==> src/design/ormt_handle_ram.sv <==
// Generic single-port-write, registered-read RAM for the reply handles.
`default_nettype none

module ormt_handle_ram #(
    parameter int DEPTH = 128,
    parameter int WIDTH = 16
) (
    input  logic                     clk,
    input  logic                     wr_en,
    input  logic [$clog2(DEPTH)-1:0] wr_addr,
    input  logic [WIDTH-1:0]         wr_data,
    input  logic                     rd_en,
    input  logic [$clog2(DEPTH)-1:0] rd_addr,
    output logic [WIDTH-1:0]         rd_data
);

    logic [WIDTH-1:0] mem [DEPTH];
    logic [WIDTH-1:0] rd_data_reg;

    always_ff @(posedge clk)
    begin
        if (wr_en)
        begin
            mem[wr_addr] <= wr_data;
        end
        if (rd_en)
        begin
            rd_data_reg <= mem[rd_addr];
        end
    end

    assign rd_data = rd_data_reg;

endmodule

`default_nettype wire

==> config.mk <==
export PLATFORM = sky130hd
export DESIGN_NAME = ormt_handle_ram
export DESIGN_NICKNAME = d
export VERILOG_FILES = /design/src/design/ormt_handle_ram.sv
export SDC_FILE = /design/constraint.sdc
export NUM_CORES = 2
export LEC_CHECK = 0
export BUFFER_PORTS_ARGS = -buffer_cell sky130_fd_sc_hd__buf_2
export CAP_MARGIN = 30
export CORE_AREA = 2 2 400 402
export DETAILED_ROUTE_END_ITERATION = 16
export DIE_AREA = 0 0 402 404
export HOLD_SLACK_MARGIN = 0.05
export PLACE_DENSITY_LB_ADDON = 0.08
export SLEW_MARGIN = 20
export SYNTH_ARGS = -nofsm -noshare
export SYNTH_HDL_FRONTEND = slang
export SYNTH_SLANG_ARGS = --single-unit
==> constraint.sdc <==
create_clock -name clk -period 8.9 [get_ports clk]
set_clock_uncertainty 0.2 [all_clocks]
set_input_delay 1.78 -clock clk [delete_from_list [all_inputs] [get_ports clk]]
set_output_delay 1.78 -clock clk [all_outputs]
set_load 0.01 [all_outputs]
==> flow_summary.json <==
{
  "syn-num-nets": 3119,
  "status": "finished, final reports clean",
  "rrSetupSlack_ns": 6.01,
  "maxSlewViolCount": 0,
  "io_pins": 49,
  "gr-usage-all-layers_pct": 25.4,
  "detail_route.first_pass.iterations": 5,
  "synthMuxAreaShare_pct": 19.5,
  "antenna_left": 0,
  "placedCellCount": 5218,
  "clkTransAtPathRegs_ns": 0.06,
  "relSlewSlack_pct": 32.0,
  "synth_adder_area_share_pct": 0,
  "p_seq_share_pct": 54.0,
  "numCtsBuffers": 206,
  "clock_latency_ns": 0.84,
  "netlist_area_mm2": 0.0787,
  "totalPowerFinal_mw": 20.0,
  "maxCapViolations": 0,
  "dpl_worst_slack_ns": 2.95,
  "slowest_stage": "buf_4",
  "cp_cell_sequence": "buf_8, buf_4, mux4_2, mux4_2, mux4_2, mux2_2",
  "hold_ws_ns": 1.02,
  "synth_top_family_by_area": "multiplexers",
  "synth_compound_area_share_pct": 0,
  "synth_xor_area_share_pct": 0,
  "port_buffers": 48,
  "critical_path.startpoint": "rd_addr[2]",
  "critPathMaxFanout": 84,
  "hold_path.class": "flop to flop",
  "peakVddDrop_uv": 217,
  "htree_levels": 4,
  "dieArea_mm2": 0.162,
  "wl_um": 202000,
  "stdcell_count": 5610,
  "crit_required_ns": 9.27,
  "dieWidth_um": 402,
  "combPwrFrac_pct": 4.9,
  "grt_pass1_vias": 36500,
  "worst_slew_pin_slew_ns": 1.02,
  "setup_viol": 0,
  "crit_end": "rd_data[4]",
  "crit_path_frequent_cell": "mux4_2",
  "r2r_end": "rd_data[6]",
  "cts_tree": "built",
  "yosysWarnings": 0,
  "cellLeakagePower_nw": 27.4,
  "grt-ovfl-total": 0,
  "power.internal_mw": 15.8,
  "grt_max_degree": 113,
  "yosysSeqAreaShare_pct": 78.8,
  "reg2regPathDepth": 4,
  "final_area_mm2": 0.0890,
  "antenna_found_initial": 26,
  "finalCriticalPeriod_ns": 4.85,
  "dp_hpwl_um": 114000,
  "final.setup.worst_slack_ns": 4.05,
  "synthDistinctLibCells": 16,
  "p_sw_share_pct": 21.0,
  "worstSetupPathType": "input pin to flop",
  "start_util_pct": 49.9,
  "drive_gt1_share_pct": 33.9,
  "core.rowCount": 146,
  "finalCritPeriodShare_pct": 54.5,
  "drt_iter0_markers": 4462,
  "worst_setup_path_start_kind": "input pin",
  "crit_cells": 6,
  "crit_path_end_kind": "flop",
  "synth-seq-cells": 2064,
  "hold_viol_final": 0,
  "final_cell_mix": "edfxtp_1 (2064), mux4_2 (672), clkbuf_16 (209)",
  "cts_sinks": 2064,
  "root_buffer": "clkbuf_16",
  "tns_ns": 0,
  "drt-wirelength-per-cell_um": 36.0,
  "final_nets": 3393,
  "vias": 35700,
  "nFillCells": 11400,
  "holdPathStages": 4,
  "r2r-start": "mem[85][6]",
  "die_h_um": 404,
  "largest_reg_flops": 2048,
  "p_sw_mw": 4.19,
  "power_frac_clock_pct": 41.0,
  "syn_to_final_growth_pct": 13.1,
  "fmax_ghz": 0.206,
  "placed_cell_area_mm2": 0.0825,
  "cts_resized": 0,
  "drc": 0,
  "synth_area_per_cell_um2": 25.5,
  "hold_buffers": 0,
  "powerDensity_mw_per_mm2": 224,
  "rsz0062_at_grt": "no",
  "place.gp.congestion": 0.787,
  "post_cts_buffers": 0,
  "synth-simple-area-share_pct": 0.886,
  "crit_buf_inv": 2,
  "clk_path_buf_depth": 3,
  "synthCells": 3086,
  "cp_top_family": "multiplexers",
  "final_common_cell": "edfxtp_1",
  "grt_pass1_wl_um": 284000,
  "worstPathArrival_ns": 5.22,
  "critPathMaxStageDelay_ns": 0.73,
  "fin_util_pct": 56.4,
  "viasPerCell": 6.36,
  "fp.coreArea_mm2": 0.158
}
==> Yosys cell counts, drive strengths merged <==
| cell type | number | area share (%) |
|---|---|---|
| nand2b | 2 | 0.016 |
| nand4 | 3 | 0.024 |
| clkbuf | 82 | 0.39 |
| buf | 82 | 0.49 |
| nand2 | 14 | 0.067 |
| edfxtp | 2064 | 79 |
| or3 | 1 | 0.0080 |
| nor2 | 122 | 0.58 |
| nor2b | 7 | 0.056 |
| nand3 | 12 | 0.076 |
| mux4 | 672 | 19 |
| mux2 | 16 | 0.23 |
| nor3 | 9 | 0.057 |
==> kinds of logic after synthesis <==
kind of cell	Yosys count
DFF	2064
muxes	688
and+or+nand+nor	170
buffers and inverters	164
==> cell type report <==
cell class	count	area, um2	share of cell area [%]
antenna	10	25.0	0.0281
sequential	2064	62000	69.6
clock inverter	109	877	0.985
multi-input combinational	858	16100	18.1
clock buffer	267	5450	6.12
timing repair buffer	230	1990	2.24
tap	2072	2590	2.91
==> tightest hold or removal path: stages, from the launching register on <==
cell and delay [ns]:
edfxtp_1 0.31, mux4_2 0.22, mux4_2 0.23, mux4_2 0.22, mux2_2 0.13
==> worst min path at each step <==
stage	endpoint	from
after floorplan	rd_data[0]	mem[36][0]
after global placement	rd_data[8]	mem[120][8]
after detailed placement	rd_data[2]	mem[58][2]
after CTS	rd_data[2]	mem[58][2]
after global routing	rd_data[2]	mem[42][2]
final	rd_data[2]	mem[47][2]
==> power by group through the flow <==
stage	Clock [mW]	Combinational [mW]	Sequential (mW)
3_5_place_dp	0	0.991	11.0
6_report	8.19	0.985	10.8
3_3_place_gp	0	0.967	11.0
2_1_floorplan	0	0.525	11.0
5_1_grt	8.70	1.04	10.8
4_1_cts	8.34	0.993	10.8
==> routing by layer <==
metal / track usage (%) / part of all wire (%) / vias up
li1: - / - / 14100
met1: 37.2 / 41 / 19700
met2: 40.1 / 49 / 1565
met3: 5.11 / 8.4 / 269
met4: 5.59 / 1.9 / 20
met5: 0 / 0.063 / -
(Power assumes the default switching activity.)
