[config.mk]
export PLATFORM = sky130hd
export DESIGN_NAME = ormt_tag_store
export DESIGN_NICKNAME = d
export VERILOG_FILES = /design/src/design/ormt_pkg.sv /design/src/design/ormt_tag_store.sv
export SDC_FILE = /design/constraint.sdc
export NUM_CORES = 2
export LEC_CHECK = 0
export ABC_AREA = 0
export BUFFER_PORTS_ARGS = -buffer_cell sky130_fd_sc_hd__buf_2
export CAP_MARGIN = 0
export CORE_MARGIN = 8
export CORE_UTILIZATION = 47
export DETAILED_ROUTE_END_ITERATION = 8
export PLACE_DENSITY = 0.68
export SLEW_MARGIN = 20
export SYNTH_ARGS = -nofsm -noshare
export SYNTH_HDL_FRONTEND = slang
export SYNTH_SLANG_ARGS = --single-unit
[constraint.sdc]
create_clock -name clk -period 1.68 [get_ports clk]
set_input_delay 0.252 -clock clk [delete_from_list [all_inputs] [get_ports clk]]
set_output_delay 0.252 -clock clk [all_outputs]
set_load 0.05 [all_outputs]
[src/design/ormt_pkg.sv]
// Package with the shared types, widths and codes of the outstanding request match table.
`default_nettype none

package ormt_pkg;

    localparam int SLOTS  = 128;
    localparam int SLOT_W = $clog2(SLOTS);
    localparam int TAG_W  = 32;
    localparam int HND_W  = 16;
    localparam int IDX_W  = 7;

    typedef enum logic [1:0] {
        FN_WRITE = 2'd0,
        FN_READ  = 2'd1,
        FN_REPLY = 2'd2,
        FN_CLEAR = 2'd3
    } func_t;

    typedef enum logic [2:0] {
        ST_ALLOC = 3'd0,
        ST_READ  = 3'd1,
        ST_REPLY = 3'd2,
        ST_DONE  = 3'd3,
        ST_DROP  = 3'd4,
        ST_CLEAR = 3'd5
    } status_t;

    typedef struct packed {
        logic hit;
        logic free;
    } match_t;

endpackage

`default_nettype wire

[src/design/ormt_tag_store.sv]
// Tag memory with per-slot valid bits and the shared tag comparator.
`default_nettype none

module ormt_tag_store (
    input  logic                          clk,
    input  logic                          rst_n,
    input  logic                          rd_en,
    input  logic [ormt_pkg::SLOT_W-1:0]   rd_addr,
    input  logic [ormt_pkg::TAG_W-1:0]    key,
    input  logic                          wr_en,
    input  logic [ormt_pkg::SLOT_W-1:0]   wr_addr,
    input  logic [ormt_pkg::TAG_W-1:0]    wr_data,
    input  logic                          clear_all,
    output ormt_pkg::match_t              match
);
    import ormt_pkg::*;

    logic [TAG_W-1:0] mem [SLOTS];
    logic [TAG_W-1:0] rd_data_reg;
    logic [SLOTS-1:0] valid_reg;
    logic [SLOTS-1:0] valid_next;
    logic             rd_valid_reg;
    logic [TAG_W-1:0] eff_tag;

    always_ff @(posedge clk)
    begin
        if (wr_en)
        begin
            mem[wr_addr] <= wr_data;
        end
        if (rd_en)
        begin
            rd_data_reg <= mem[rd_addr];
        end
    end

    always_comb
    begin
        valid_next = valid_reg;
        if (clear_all)
        begin
            valid_next = '0;
        end
        if (wr_en)
        begin
            valid_next[wr_addr] = 1'b1;
        end
    end

    always_ff @(posedge clk or negedge rst_n)
    begin
        if (!rst_n)
        begin
            valid_reg    <= '0;
            rd_valid_reg <= 1'b0;
        end
        else
        begin
            valid_reg <= valid_next;
            if (rd_en)
            begin
                rd_valid_reg <= valid_reg[rd_addr];
            end
        end
    end

    // A slot that is not valid reads as a free slot with tag zero.
    assign eff_tag    = rd_valid_reg ? rd_data_reg : '0;
    assign match.hit  = (eff_tag == key);
    assign match.free = (eff_tag == '0);

endmodule

`default_nettype wire

==> flow_metrics.env <==
export IMPL_vdd_drop_max_mv=0.931
export IMPL_antenna_found_initial=25
export IMPL_final_cell_mix="edfxtp_1, mux4_2, buf_4"
export IMPL_drc_errors=0
export IMPL_critPathKind="reg2out"
export IMPL_cts_sinks=4257
export IMPL_drt_total_wl_mm=440
export IMPL_cp_required_ns=1.43
export IMPL_syn_inst=7064
export IMPL_fmax_mhz=329
export IMPL_async_flop_share_pct=3.03
export IMPL_worst_skew_pair_late_latency_ns=0.97
export IMPL_cts_root_buf="clkbuf_16"
export IMPL_place_inst=12300
export IMPL_rsz0062_at_grt="yes"
export IMPL_synth_seq_cells=4257
export IMPL_boundaryPins=85
export IMPL_hold_path_class="in2reg"
export IMPL_dr_pass1_iters=7
export IMPL_cts_max_level=5
export IMPL_netlist_area_um2=163000
export IMPL_final_common_cell="edfxtp_1"
export IMPL_placed_area_um2=182000
export IMPL_drtAntennaViolNets=0
export IMPL_yosysWarningCount=0
export IMPL_die_w_um=606
export IMPL_largest_register_ffs=4096
export IMPL_grt_overflow_total=0
export IMPL_fin_area_um2=196000
export IMPL_port_buffers=84
export IMPL_post_synth_cell_area_avg_um2=23.1
export IMPL_cts_buffers_inserted=407
export IMPL_ys_types=47
export IMPL_grt_pass1_vias=82700
export IMPL_worstRegToRegCells=4
export IMPL_vias_per_cell=6.21
export IMPL_power_density_nw_per_um2=1120
export IMPL_die_y_um=606
export IMPL_rows=216
export IMPL_violations="negative setup slack"
export IMPL_drive_above_1_share_pct=36.1
export IMPL_grt_usage_pct=23.7
export IMPL_ys_flop_type="edfxtp_1"
export IMPL_cts_tree="yes"
export IMPL_grt_max_degree=129
export IMPL_maxCapViolCount=0
export IMPL_hpwl_mm=276
export IMPL_path_clk_slew_ns=0.06
export IMPL_wire_per_inst_um=33.5
export IMPL_maxSlewViolCount=0
export IMPL_vias=81600
export IMPL_ys_seq_area_share_pct=77.8
export IMPL_min_period_over_period_pct=181
export IMPL_fin_cells=13100
export IMPL_dieArea_um2=367000
export IMPL_syn_nets=7147
export IMPL_cts_buffer_depth=4
export IMPL_tns_ns=-24.83
export IMPL_syn_to_final_growth_pct=20.2
export IMPL_fin_skew_ns=0.0633
export IMPL_leakage_nw=63.0
export IMPL_end_kind="primary output"
export IMPL_nets=8295
export IMPL_slew_headroom_pct=25.4
export IMPL_cp_max_fo=4
export IMPL_hold_slack_ns=0.0883
export IMPL_cp_arrival_ns=2.79
export IMPL_drt_iter0_drc=11300
export IMPL_initial_utilization_pct=47.2
export IMPL_hold_depth=5
export IMPL_fin_ws_ns=-1.36
export IMPL_final_hold_viol_count=0
export IMPL_layout_min_cycle_time_ns=3.04
export IMPL_worstMarginPinSlew_ns=1.11
export IMPL_core_area_um2=346000
export IMPL_finalSetupViolCount=41
export IMPL_status="finished, violations left"
export IMPL_crit_path_start_kind="flop"
export IMPL_grt_pass1_wl_mm=620
export IMPL_gp_congestion=0.874
export IMPL_synth_edf_count=4128
==> metal layers <==
| layer | GRT usage (%) | vias to the layer above | wire length (µm) |
|---|---|---|---|
| met3 | 4.41 | 770 | 43900 |
| met5 | 0 | - | 27 |
| met1 | 32.4 | 43700 | 165000 |
| met4 | 8.84 | 4 | 18900 |
| li1 | - | 32500 | - |
| met2 | 38.2 | 4574 | 212000 |
==> where the power goes <==
part | switching [mW] | leakage [nW] | total (mW) | internal, mW
Clock | 39.0 | 6.26 | 89.1 | 50.1
Sequential | 0.313 | 38.9 | 117 | 117
Combinational | 7.71 | 17.8 | 13.5 | 5.75
Total | 47.0 | 63.0 | 220 | 173
==> per-stage QoR <==
step	worst slack [ns]	power (mW)	utilization [%]
6_report	-1.36	220	56.7
5_1_grt	-1.48	225	56.7
4_1_cts	-1.39	221	56.6
3_5_place_dp	-2.12	132	52.5
3_3_place_gp	-2.57	132	52.4
2_1_floorplan	-1.28	125	-
==> repair_timing <==
item	4_1_cts	5_1_grt
gates resized for setup	182	55
pin swaps	40	22
setup buffers	4	1
hold buffers	47	0
endpoints found under the setup margin	35	42
endpoints found under the hold margin	3352	0
==> cell type report <==
cell class / instances / area [µm²]
Clock inverter: 234 / 2070
Fill cell: 24300 / 150000
Tap cell: 4578 / 5730
Inverter: 132 / 495
Timing Repair Buffer: 1145 / 13900
Clock buffer: 503 / 10700
Multi-Input combinational cell: 2269 / 36200
Sequential cell: 4257 / 127000
Antenna cell: 10 / 25.0
==> synthesized netlist by cell type, types with 2 or more instances <==
cell type	n	share of area, %
and4_1	2	0.011
and2_1	2	0.0077
nand3b_1	3	0.014
a22oi_1	46	0.21
buf_2	112	0.34
mux2i_1	375	2.3
buf_6	22	0.15
a21oi_1	3	0.0092
edfxtp_1	4128	76
o31ai_1	14	0.064
nand2_1	43	0.099
o22ai_1	266	1.0
buf_1	76	0.17
nand4_1	4	0.015
buf_4	19	0.087
nand2b_1	5	0.019
or3b_2	2	0.011
mux4_2	1140	16
nor3_1	6	0.018
nand4b_1	2	0.011
nor2_1	149	0.34
nand3_1	30	0.092
o211ai_1	67	0.31
o21ai_0	20	0.061
nor4_1	44	0.17
xnor2_1	15	0.080
nor2b_1	11	0.042
o2111ai_1	3	0.016
inv_1	132	0.30
clkbuf_1	177	0.41
dfrtp_1	129	2.0
or2_2	2	0.0077
==> kinds of logic (layout without fill, tap and decap cells) <==
kind of cell	Yosys count	count (layout)	share of synthesized area [%]
mux	1516	1516	18.0
xor+xnor	15	15	0.0804
buf+inv	538	2014	1.47
other cells	0	10	0
simple gates	308	308	0.870
flops	4257	4257	77.8
compound gates	430	430	1.74
==> critical path, stage by stage, from the launching register on <==
cell      delay (ns)
edfxtp_1        0.63
buf_6           0.25
o31ai_1         0.26
a22oi_1         0.12
nor3_1          0.18
and4_1          0.24
buf_6           0.17
==> path summary, 6_finish.rpt <==
path | slack, ns | from | to
worst max-delay path | -1.36 | rd_data_reg[7] | match[1]
worst min-delay path | 0.09 | wr_en | valid_reg[106]
worst max register to register | -1.11 | mem[50][6] | rd_data_reg[6]
worst min register to register | 0.53 | valid_reg[28] | valid_reg[28]
max in group asynchronous | 0.30 | rst_n | rd_valid_reg
min in group asynchronous | 0.62 | rst_n | valid_reg[73]
Power figures use the tool's default switching activity.
